## src/rtl/core/substring_first_match_finder_defines.svh

```systemverilog
// Assertion macros for the substring first-match finder.
`ifndef SUBSTRING_FIRST_MATCH_FINDER_DEFINES_SVH
`define SUBSTRING_FIRST_MATCH_FINDER_DEFINES_SVH

`ifndef SYNTH
// Clocked check, off while reset is asserted.
`define SFMF_ASSERT(lbl, prop) \
  lbl: assert property (@(posedge clk_i) disable iff (!rst_ni) (prop)) \
    else $error("sfmf assertion failed");
// Clocked check that also holds during reset.
`define SFMF_ASSERT_ALWAYS(lbl, prop) \
  lbl: assert property (@(posedge clk_i) (prop)) \
    else $error("sfmf assertion failed");
`else
`define SFMF_ASSERT(lbl, prop)
`define SFMF_ASSERT_ALWAYS(lbl, prop)
`endif

`endif

```

## src/rtl/core/sfmf_pkg.sv

```systemverilog
// Package: constants, types and register codes of the substring first-match finder.
`timescale 1ns / 1ps
package sfmf_pkg;

  localparam int PATTERN_MAX = 16;
  localparam int POS_W       = 32;
  localparam int LEN_W       = $clog2(PATTERN_MAX + 1);
  localparam int SEL_W       = (PATTERN_MAX > 1) ? $clog2(PATTERN_MAX) : 1;
  localparam int BYTE_W      = 8;
  localparam int REG_W       = 64;
  localparam int LEN_REG_W   = 5;
  localparam int CFG_IDX_W   = 2;
  localparam int OUT_POS_W   = 32;
  localparam int OUT_FIELD_W = 1 + OUT_POS_W + 1;
  localparam int OUT_W       = ((OUT_FIELD_W + 7) / 8) * 8;

  typedef enum logic [CFG_IDX_W-1:0] {
    CFG_PAT_LEN = 2'd0,
    CFG_PAT_LO  = 2'd1,
    CFG_PAT_HI  = 2'd2
  } cfg_idx_e;

  typedef logic [PATTERN_MAX-1:0][BYTE_W-1:0] pat_arr_t;

  // Per-cycle control shared by all window cells.
  typedef struct packed {
    logic             shift;
    logic             clear;
    logic [LEN_W-1:0] len;
  } cell_ctrl_t;

endpackage

```

## src/rtl/core/substring_first_match_finder.sv

```systemverilog
// The result for a text is registered and appears in the cycle after its last byte is transferred.
// Throughput: one text byte per cycle; a row of window cells shifts and compares in parallel.
// Input stalls only while a result sits in the output register and the sink is not ready.
// Reset (rst_ni low, async) clears the search state, the result valid flag and the
// configuration registers; window bytes and result data are not reset, their valid bits are.
`timescale 1ns / 1ps
module substring_first_match_finder import sfmf_pkg::*; (
  input  logic                 clk_i,
  input  logic                 rst_ni,
  // configuration write port
  input  logic                 cfg_we_i,
  input  logic [CFG_IDX_W-1:0] cfg_idx_i,
  input  logic [REG_W-1:0]     cfg_data_i,
  // text stream
  input  logic                 s_axis_tvalid_i,
  output logic                 s_axis_tready_o,
  input  logic [BYTE_W-1:0]    s_axis_tdata_i,   // [7:0] text_byte
  input  logic                 s_axis_tlast_i,   // end_of_text
  // result stream
  output logic                 m_axis_tvalid_o,
  input  logic                 m_axis_tready_i,
  output logic [OUT_W-1:0]     m_axis_tdata_o    // [0] found, [32:1] match_position,
                                                 // [33] too_long, rest zero
);

`include "substring_first_match_finder_defines.svh"

  localparam logic [POS_W-1:0] POS_MAX = '1;

  // Configuration registers
  logic [LEN_REG_W-1:0] pat_len_q;
  logic [REG_W-1:0]     pat_lo_q, pat_hi_q;

  always_ff @(posedge clk_i or negedge rst_ni) begin
    if (!rst_ni) begin
      pat_len_q <= '0;
      pat_lo_q  <= '0;
      pat_hi_q  <= '0;
    end else if (cfg_we_i) begin
      case (cfg_idx_i)
        CFG_PAT_LEN: pat_len_q <= cfg_data_i[LEN_REG_W-1:0];
        CFG_PAT_LO:  pat_lo_q  <= cfg_data_i;
        CFG_PAT_HI:  pat_hi_q  <= cfg_data_i;
        default: ;
      endcase
    end
  end

  // Clamp length to the window depth and lay out the pattern bytes.
  logic [LEN_W-1:0] len_used;
  pat_arr_t         pattern;

  assign len_used = (pat_len_q > LEN_REG_W'(PATTERN_MAX)) ? LEN_W'(PATTERN_MAX)
                                                           : LEN_W'(pat_len_q);

  always_comb begin
    for (int k = 0; k < PATTERN_MAX; k++) begin
      if (k < 8) begin
        pattern[k] = pat_lo_q[k*BYTE_W +: BYTE_W];
      end else begin
        pattern[k] = pat_hi_q[(k-8)*BYTE_W +: BYTE_W];
      end
    end
  end

  // Handshake: a new byte goes in whenever the result register is free or draining.
  logic in_xfer, last_xfer;
  logic out_valid_q;
  logic [OUT_W-1:0] out_data_q;

  assign s_axis_tready_o = !out_valid_q || m_axis_tready_i;
  assign in_xfer         = s_axis_tvalid_i && s_axis_tready_o;
  assign last_xfer       = in_xfer && s_axis_tlast_i;

  // Search state
  logic [POS_W-1:0] byte_index_q, byte_index_d;
  logic             ovf_q, ovf_d;
  logic             hit_valid_q, hit_valid_d;
  logic [POS_W-1:0] hit_start_q, hit_start_d;

  // Window cell row: once the counter is exhausted the window freezes.
  cell_ctrl_t                          cell_ctrl;
  logic [PATTERN_MAX:0][BYTE_W-1:0]    chain_byte;
  logic [PATTERN_MAX:0]                chain_valid;
  logic [PATTERN_MAX-1:0]              cell_hit;

  assign cell_ctrl.shift = in_xfer && !ovf_q;
  assign cell_ctrl.clear = last_xfer;
  assign cell_ctrl.len   = len_used;
  assign chain_byte[0]   = s_axis_tdata_i;
  assign chain_valid[0]  = 1'b1;

  for (genvar i = 0; i < PATTERN_MAX; i++) begin : g_cell
    sfmf_cell u_cell (
      .clk_i      (clk_i),
      .rst_ni     (rst_ni),
      .ctrl_i     (cell_ctrl),
      .cell_idx_i (SEL_W'(i)),
      .pattern_i  (pattern),
      .byte_i     (chain_byte[i]),
      .valid_i    (chain_valid[i]),
      .byte_o     (chain_byte[i+1]),
      .valid_o    (chain_valid[i+1]),
      .hit_o      (cell_hit[i])
    );
  end

  // A full match needs a non-empty pattern and every cell in use to agree.
  logic match;
  assign match = (len_used != '0) && (&cell_hit);

  always_comb begin
    byte_index_d = byte_index_q;
    ovf_d        = ovf_q;
    hit_valid_d  = hit_valid_q;
    hit_start_d  = hit_start_q;
    if (in_xfer && !ovf_q) begin
      if (!hit_valid_q && match) begin
        hit_valid_d = 1'b1;
        // start = pos - (len - 1), modulo the counter width
        hit_start_d = byte_index_q - POS_W'(len_used) + POS_W'(1);
      end
      if (byte_index_q == POS_MAX) begin
        ovf_d = 1'b1;
      end else begin
        byte_index_d = byte_index_q + POS_W'(1);
      end
    end
  end

  // Result fields for the text that ends with this transfer.
  logic                 res_found;
  logic [OUT_POS_W-1:0] res_pos;

  always_comb begin
    if (len_used == '0) begin
      res_found = 1'b1;
      res_pos   = '0;
    end else if (hit_valid_d) begin
      res_found = 1'b1;
      res_pos   = OUT_POS_W'(hit_start_d);
    end else begin
      res_found = 1'b0;
      res_pos   = '0;
    end
  end

  always_ff @(posedge clk_i or negedge rst_ni) begin
    if (!rst_ni) begin
      byte_index_q <= '0;
      ovf_q        <= 1'b0;
      hit_valid_q  <= 1'b0;
      hit_start_q  <= '0;
    end else if (last_xfer) begin
      // end of text: back to a clean search
      byte_index_q <= '0;
      ovf_q        <= 1'b0;
      hit_valid_q  <= 1'b0;
      hit_start_q  <= '0;
    end else begin
      byte_index_q <= byte_index_d;
      ovf_q        <= ovf_d;
      hit_valid_q  <= hit_valid_d;
      hit_start_q  <= hit_start_d;
    end
  end

  // Output register
  always_ff @(posedge clk_i or negedge rst_ni) begin
    if (!rst_ni) begin
      out_valid_q <= 1'b0;
    end else if (last_xfer) begin
      out_valid_q <= 1'b1;
    end else if (m_axis_tready_i) begin
      out_valid_q <= 1'b0;
    end
  end

  always_ff @(posedge clk_i) begin
    if (last_xfer) begin
      out_data_q <= OUT_W'({ovf_d, res_pos, res_found});
    end
  end

  assign m_axis_tvalid_o = out_valid_q;
  assign m_axis_tdata_o  = out_data_q;

  // The counter only stops at its top value.
  `SFMF_ASSERT(a_ovf_at_max, ovf_q |-> (byte_index_q == POS_MAX))
  // A recorded match never starts past the current position.
  `SFMF_ASSERT(a_hit_behind_index, hit_valid_q |-> (hit_start_q <= byte_index_q))
  // End of text yields a result and a fresh search state.
  `SFMF_ASSERT(a_last_clears, last_xfer |=> (out_valid_q && !ovf_q && !hit_valid_q
                                             && (byte_index_q == '0)))
  // Window valid bits fill from the newest cell without gaps.
  `SFMF_ASSERT(a_fill_contiguous,
               ((chain_valid[PATTERN_MAX:1] >> 1) & ~chain_valid[PATTERN_MAX:1]) == '0)

endmodule

```

## src/rtl/core/sfmf_cell.sv

```systemverilog
// Window cell: holds one text byte, passes it on, and compares its input to its pattern byte.
`timescale 1ns / 1ps
module sfmf_cell import sfmf_pkg::*; (
  input  logic              clk_i,
  input  logic              rst_ni,
  input  cell_ctrl_t        ctrl_i,
  input  logic [SEL_W-1:0]  cell_idx_i,
  input  pat_arr_t          pattern_i,
  input  logic [BYTE_W-1:0] byte_i,
  input  logic              valid_i,
  output logic [BYTE_W-1:0] byte_o,
  output logic              valid_o,
  output logic              hit_o
);

  logic [BYTE_W-1:0] byte_q;
  logic              valid_q;
  logic              in_use;
  logic [LEN_W-1:0]  sel;

  // Newest byte is the input of cell 0, so the input of cell i lines up with pattern byte len-1-i.
  assign in_use = LEN_W'(cell_idx_i) < ctrl_i.len;
  assign sel    = ctrl_i.len - LEN_W'(1) - LEN_W'(cell_idx_i);
  assign hit_o  = !in_use || (valid_i && (byte_i == pattern_i[sel[SEL_W-1:0]]));

  always_ff @(posedge clk_i or negedge rst_ni) begin
    if (!rst_ni) begin
      valid_q <= 1'b0;
    end else if (ctrl_i.clear) begin
      valid_q <= 1'b0;
    end else if (ctrl_i.shift) begin
      valid_q <= valid_i;
    end
  end

  always_ff @(posedge clk_i) begin
    if (ctrl_i.shift) begin
      byte_q <= byte_i;
    end
  end

  assign byte_o  = byte_q;
  assign valid_o = valid_q;

endmodule
```

## config.mk

```make
export PLATFORM = sky130hd
export DESIGN_NAME = substring_first_match_finder
export DESIGN_NICKNAME = d
export VERILOG_FILES = /design/src/rtl/core/sfmf_pkg.sv /design/src/rtl/core/substring_first_match_finder.sv /design/src/rtl/core/sfmf_cell.sv
export VERILOG_INCLUDE_DIRS = /design/src /design/src/rtl/core
export SDC_FILE = /design/constraint.sdc
export NUM_CORES = 1
export LEC_CHECK = 0
export ABC_CLOCK_PERIOD_IN_PS = 5570
export BUFFER_PORTS_ARGS = -buffer_cell sky130_fd_sc_hd__buf_2
export CAP_MARGIN = 30
export CORE_MARGIN = 3
export CORE_UTILIZATION = 55
export DETAILED_ROUTE_END_ITERATION = 7
export HOLD_SLACK_MARGIN = 0.03
export PLACE_DENSITY = 0.75
export SKIP_CTS_REPAIR_TIMING = 1
export SKIP_LAST_GASP = 1
export SLEW_MARGIN = 0
export SYNTH_ARGS = -nofsm -noshare
export SYNTH_HDL_FRONTEND = slang
export SYNTH_SLANG_ARGS = --single-unit
```

## constraint.sdc

```tcl
create_clock -name clk_i -period 5.57 [get_ports clk_i]
set_input_delay 1.114 -clock clk_i [delete_from_list [all_inputs] [get_ports clk_i]]
set_output_delay 1.114 -clock clk_i [all_outputs]
set_load 0.1 [all_outputs]
```

## After elaboration in Yosys (flattened, before gate mapping)

Index checks and enable logic that the tools add are counted.

- Bits in registers: 369
- Bits of input ports: 80
- Output and inout bits: 42
- Logic and storage cells: 259

- Muxes and demuxes: 78
- Reductions and logical operators: 67
- Add/subtract/negate cells: 19
- Equality and inequality tests: 20
- $lt $le $gt $ge: 33
- Bitwise logic cells: 1

Operators with widths:

| kind | count |
|---|---|
| binary-select mux 8 bit (select 4 bit) | 16 |
| two-way mux 32 bit | 6 |
| equality test 8 bit | 16 |
| two-way mux 8 bit | 16 |
| less-than comparator 4 x 5 -> 1 bit, second input constant | 16 |
| adder 32 x 1 -> 32 bit, second input constant | 2 |
| less-than comparator 4 x 5 -> 1 bit, first input constant | 8 |
| two-way mux 1 bit | 39 |
| equality test 32 bit, second input constant | 1 |
| subtractor 32 x 5 -> 32 bit | 1 |
| subtractor 4 bit, second input constant | 8 |
| logical AND 1 bit | 20 |
| less-than comparator 3 x 5 -> 1 bit, first input constant | 4 |
| zero test 1 bit | 19 |
| logical OR 1 bit | 17 |
| AND reduction 16 bit | 1 |
| subtractor 4 x 3 -> 4 bit, second input constant | 4 |
| less-than comparator 1 x 5 -> 1 bit, first input constant | 2 |
| less-than comparator 2 x 5 -> 1 bit, first input constant | 2 |
| AND reduction 2 bit | 4 |
| subtractor 4 x 1 -> 4 bit, second input constant | 2 |
| subtractor 4 x 2 -> 4 bit, second input constant | 2 |
| greater-than comparator 5 bit, second input constant | 1 |
| zero test 5 bit | 1 |
| other kinds (9) | 10 |

## Longest topological paths before layout

- Depth in word-level cells: 16
- Mapped depth: 23
- Gate-level depth less buffers: 18

## By module

A second synthesis with hierarchy kept.

- Cell total of the unflattened synthesis: 3,494
- Area, all modules: 40,669.0 µm²

By module, submodules not included:

| module | cells each | seq. area each (µm²) | times used | area an instance (µm²) |
|---|---|---|---|---|
| sfmf_cell | 156 | 265.3 | 16 | 1,828.0 |
| substring_first_match_finder | 998 | 6,025.8 | 1 | 11,421.0 |

## Worst setup path before layout

Ideal clock, no wire load.

- Path kind: input-to-reg
- Start: input port m_axis_tready_i
- End: register out_data_q[20] (netlist: m_axis_tdata_o[20]), data pin
- Required time: 5.438 ns
- Setup time: 0.132 ns
- Stages: 12
- Path buffers: 2
- Data arrival time: 6.422 ns
- Path slack: -0.984 ns
- Path through: nand2b_1 > nand3b_1 > inv_1 > and3_1 > nand3_1 > nor4_1 > o21ai_0 > a2111oi_2 > buf_2 > clkbuf_1 > nand4_1 > nand2_1

RTL lines:

| item | line | source |
|---|---|---|
| from (decl) | substring_first_match_finder.sv:21 | `input logic m_axis_tready_i,` |
| to (signal assigned) | substring_first_match_finder.sv:181 | `out_data_q <= OUT_W'({ovf_d, res_pos, res_found});` |
| to (decl) | substring_first_match_finder.sv:69 | `logic [OUT_W-1:0] out_data_q;` |

## Worst setup path after layout

- Start: register pat_len_q[4]
- End: register out_data_q[29] (netlist: m_axis_tdata_o[29]), data pin

- Longest elaborated chain between the ends: 16
- Elaborated cells on any way between the ends: 142
- Those cells by class: add/sub: 18; order compare: 17; eq/ne: 16; mux: 37; bitwise: 1; reduce/logical: 53

RTL lines:

| item | line | source |
|---|---|---|
| from (decl) | substring_first_match_finder.sv:31 | `logic [LEN_REG_W-1:0] pat_len_q;` |
| from (signal assigned) | substring_first_match_finder.sv:41 | `CFG_PAT_LEN: pat_len_q <= cfg_data_i[LEN_REG_W-1:0];` |
| greater-than comparator 5 bit | substring_first_match_finder.sv:53 | `assign len_used = (pat_len_q > LEN_REG_W'(PATTERN_MAX)) ? LEN_W'(PATTERN_MAX)` |
| two-way mux 5 bit (*) | substring_first_match_finder.sv:53 |  |
| subtractor 4 x 1 -> 4 bit | sfmf_cell.sv:23 | `assign sel = ctrl_i.len - LEN_W'(1) - LEN_W'(cell_idx_i);` |
| subtractor 4 x 1 -> 4 bit, or another cell as far along | sfmf_cell.sv:23 |  |
| binary-select mux 8 bit (select 4 bit) | sfmf_cell.sv:24 | `assign hit_o = !in_use \|\| (valid_i && (byte_i == pattern_i[sel[SEL_W-1:0]]));` |
| two-way mux 8 bit (implied by the code) | sfmf_cell.sv:24 |  |
| equality test 8 bit | sfmf_cell.sv:24 |  |
| logical AND 1 bit | sfmf_cell.sv:24 |  |
| logical OR 1 bit | sfmf_cell.sv:24 |  |
| AND reduction 16 bit | substring_first_match_finder.sv:110 | `assign match = (len_used != '0) && (&cell_hit);` |
| logical AND 1 bit | substring_first_match_finder.sv:110 |  |
| logical AND 1 bit | substring_first_match_finder.sv:118 | `if (!hit_valid_q && match) begin` |
| two-way mux 1 bit | substring_first_match_finder.sv:118 |  |
| two-way mux 1 bit | substring_first_match_finder.sv:117 | `if (in_xfer && !ovf_q) begin` |
| inverter 1 bit (no source line) | -- |  |
| OR reduction 2 bit (no source line) | -- |  |

Every way passes the cells marked *; elsewhere a longest branch is shown, timed or not. The select of a mux whose other input is x is not followed.
A chain may end at the register's enable or synchronous reset.

==> results.py <==
metrics = {
    "worst_setup_path": {
        "end_kind": "flip-flop",
        "crit_arrival_ns": 5.70,
        "critPathLaunchType": "flip-flop",
        "path_class": "reg -> reg",
        "cp_max_fo": 28,
        "worstPathRequired_ns": 6.03,
    },
    "cells_and_area": {
        "layout.area.seq_um2": 10000,
        "fin_nets": 2477,
        "multi_input_area_um2": 14700,
        "nFillCells": 3597,
        "syn_to_final_growth_pct": 10.2,
        "drive_gt1_share_pct": 23.8,
        "final_core_util_pct": 61.8,
    },
    "route": {
        "vias": 20016,
        "wl_per_cell_um": 27.6,
        "drtIter0Drc": 2491,
        "drc": 0,
        "via_per_inst": 6.75,
        "drt_wl_total_mm": 82.0,
        "ant_nets": 0,
        "first_pass_iters": 6,
    },
    "grt": {
        "grt_pass1_vias": 19257,
        "gr-total-overflow": 0,
        "antenna_found_initial": 3,
        "grt_first_pass_wirelength_mm": 123,
        "grt_usage_pct": 33.0,
        "grt_max_degree": 163,
    },
    "yosys": {
        "synth_area_um2": 25700,
        "synth_edf_count": 154,
        "synth_warnings": 0,
        "synth_mux_area_share_pct": 27.0,
        "synth-simple-area-share_pct": 11.4,
        "netlist-cell-type-count": 80,
        "synth_top_family_by_area": "multiplexers",
        "synth_fa_ha_area_share_pct": 3.25,
        "ys_seq_elements": 369,
        "syn_area_per_cell_um2": 11.3,
        "synthXorXnorAreaFrac_pct": 5.66,
        "syn_inst": 2264,
        "async_reset_ff_share_pct": 58.3,
        "ys_seq_area_share_pct": 39.0,
        "synth-compound-area-share_pct": 9.67,
        "synth_ff_type": "dfrtp_1",
    },
    "sta": {
        "fmax_mhz": 191,
        "fin_crit_sh_pct": 94.0,
        "slew_viol_final": 0,
        "fin_crit_ns": 5.24,
        "fin_setup_tns_ns": 0,
        "skew_ns": 0.0239,
        "max_slew_margin_pct": 34.9,
        "rsz0062_at_grt": "no",
        "hold_viol": 0,
        "tightestPinTransition_ns": 0.973,
        "setup_viol": 0,
    },
    "run_status": {
        "status": "complete, no violations",
    },
    "placement": {
        "post-dp-hpwl_mm": 62.0,
        "io_buffers": 115,
        "finalWeightedCongestion": 1.04,
    },
    "floorplan": {
        "dieArea_um2": 49300,
        "fp.dieW_um": 222,
        "die_y_um": 222,
        "fp-row-count": 78,
        "ioPinCount": 122,
        "start_util_pct": 56.1,
        "core_um2": 45800,
    },
    "clocking": {
        "cts-root-buf": "clkbuf_16",
        "cts_buffer_depth": 3,
        "cts_tree": "yes",
        "cts_num_sinks": 369,
        "clk_pin_slew_worst_paths_ns": 0.07,
        "worst_skew_pair.late_latency_ns": 0.60,
        "numCtsBuffers": 41,
        "htree_levels": 2,
    },
    "pwr": {
        "pwr-share-comb_pct": 53.3,
        "power_density_nw_per_um2": 485,
        "power.internal_uw": 7780,
        "p_sw_uw": 5940,
        "clockPowerShare_pct": 21.1,
        "swShare_pct": 43.3,
        "vdd_drop_max_mv": 0.361,
        "leakage_uw": 0.0121,
        "seqPwrFrac_pct": 25.6,
    },
    "job": {
        "maxCapViolations": 0,
    },
    "hold_path": {
        "min_path_type": "reg -> reg",
    },
}
==> power groups by stage <==
stage	sequential (µW)	combinational, µW	clock [µW]
floorplan	3450	4900	0
CTS	3500	7090	2920
global route	3550	7650	3030
detailed placement	3550	7060	0
global placement	3530	6950	0
finish	3510	7300	2900
==> sequential cells by signal (all words and copies together) (netlist names) <==
register and flops:
byte_index_q 32, g_cell.u_cell.byte_o 120, g_cell.u_cell.valid_o 15, hit_start_q 32, hit_valid_q 1, m_axis_tdata_o 34
m_axis_tvalid_o 1, ovf_q 1, pat_hi_q 64, pat_len_q 5, pat_lo_q 64
==> cell usage after synthesis (39+ instances only) <==
| cell | n | area [µm²] |
|---|---|---|
| mux2i_1 | 227 | 2270 |
| dfrtp_1 | 215 | 5380 |
| nand2_1 | 193 | 724 |
| mux2_2 | 157 | 1770 |
| edfxtp_1 | 154 | 4620 |
| mux4_2 | 126 | 2840 |
| xnor2_1 | 117 | 1020 |
| a21oi_1 | 92 | 460 |
| nor2_1 | 83 | 312 |
| clkbuf_1 | 79 | 297 |
| nand4_1 | 69 | 432 |
| ha_1 | 65 | 813 |
| inv_1 | 63 | 236 |
| a211oi_1 | 52 | 390 |
| nand3_1 | 41 | 205 |
| o21ai_0 | 41 | 205 |
| and3b_1 | 40 | 350 |
| xor2_1 | 39 | 342 |
==> worst paths after layout <==
kind,start,end,slack (ns),depth (start not counted)
setup / recovery,pat_len_q[4],m_axis_tdata_o[29],0.33,14
hold / removal,g_cell[5].u_cell.byte_o[0],g_cell[6].u_cell.byte_o[0],0.46,0
setup reg to reg,pat_len_q[4],m_axis_tdata_o[29],0.33,14
hold reg to reg,g_cell[5].u_cell.byte_o[0],g_cell[6].u_cell.byte_o[0],0.46,0
max in group asynchronous,rst_ni,pat_hi_q[63],3.94,2
min in group asynchronous,rst_ni,pat_hi_q[41],0.55,1
==> area by class of cell <==
class | count | share of cell area (%)
Multi-Input combinational cell | 1675 | 52.1
Sequential cell | 369 | 35.4
Timing Repair Buffer | 177 | 3.96
Clock buffer | 51 | 3.83
Tap cell | 600 | 2.65
Clock inverter | 25 | 1.17
Inverter | 67 | 0.903
Antenna cell | 3 | 0.0265
==> cells by family after synthesis <==
| logic type | after synthesis |
|---|---|
| flops | 369 |
| mux | 515 |
| compound gates | 364 |
| buf+inv | 225 |
| simple gates | 564 |
| xor+xnor | 160 |
| other cells | 1 |
| fa+ha+maj | 66 |
==> cell usage in the layout, fill, tap and decap left out, drive strengths merged, types with 29 or more instances in the layout <==
| master | instances |
|---|---|
| nand4 | 69 |
| mux4 | 126 |
| nor3 | 29 |
| mux2i | 227 |
| a21oi | 93 |
| buf | 176 |
| a211oi | 52 |
| nor2 | 84 |
| xor2 | 39 |
| o21ai | 47 |
| nand2 | 193 |
| mux2 | 162 |
| clkbuf | 52 |
| dfrtp | 215 |
| ha | 65 |
| nand3 | 41 |
| inv | 71 |
| and3b | 40 |
| xnor2 | 118 |
| edfxtp | 154 |
==> worst max-delay path, cell delays in order (launching register included) <==
cell and delay (ns):
dfrtp_2 0.43, buf_4 0.21, nor2b_4 0.32, buf_4 0.35, mux2_2 0.62, o22ai_1 0.60
a21oi_1 0.13, nor2_1 0.21, xor2_1 0.17, a2111oi_0 0.51, nand4_1 0.27, a2111oi_4 0.55
buf_4 0.41, nand4_1 0.17, nand2_1 0.11
==> per-stage QoR <==
stage | hold slack, ns | setup WS (ns) | cell area (µm²) | total power, µW | cells
after floorplan | 0.426 | 0.0214 | 25700 | 8350 | 2269
after global placement | 0.436 | 0.585 | 26800 | 10500 | 2886
after detailed placement | 0.440 | 0.529 | 26900 | 10600 | 2887
after CTS | 0.454 | 0.488 | 28300 | 13500 | 2963
after global routing | 0.466 | 0.173 | 28300 | 14200 | 2964
final | 0.458 | 0.334 | 28300 | 13700 | 2967
==> per-layer routing <==
metal / GRT usage (%) / wire length [µm]
met1: 46.1 / 33500
met2: 47.4 / 34900
met3: 12.6 / 10300
met4: 11.3 / 3320
met5: 0 / 15
Note: power is estimated with default switching activity, not from simulation.
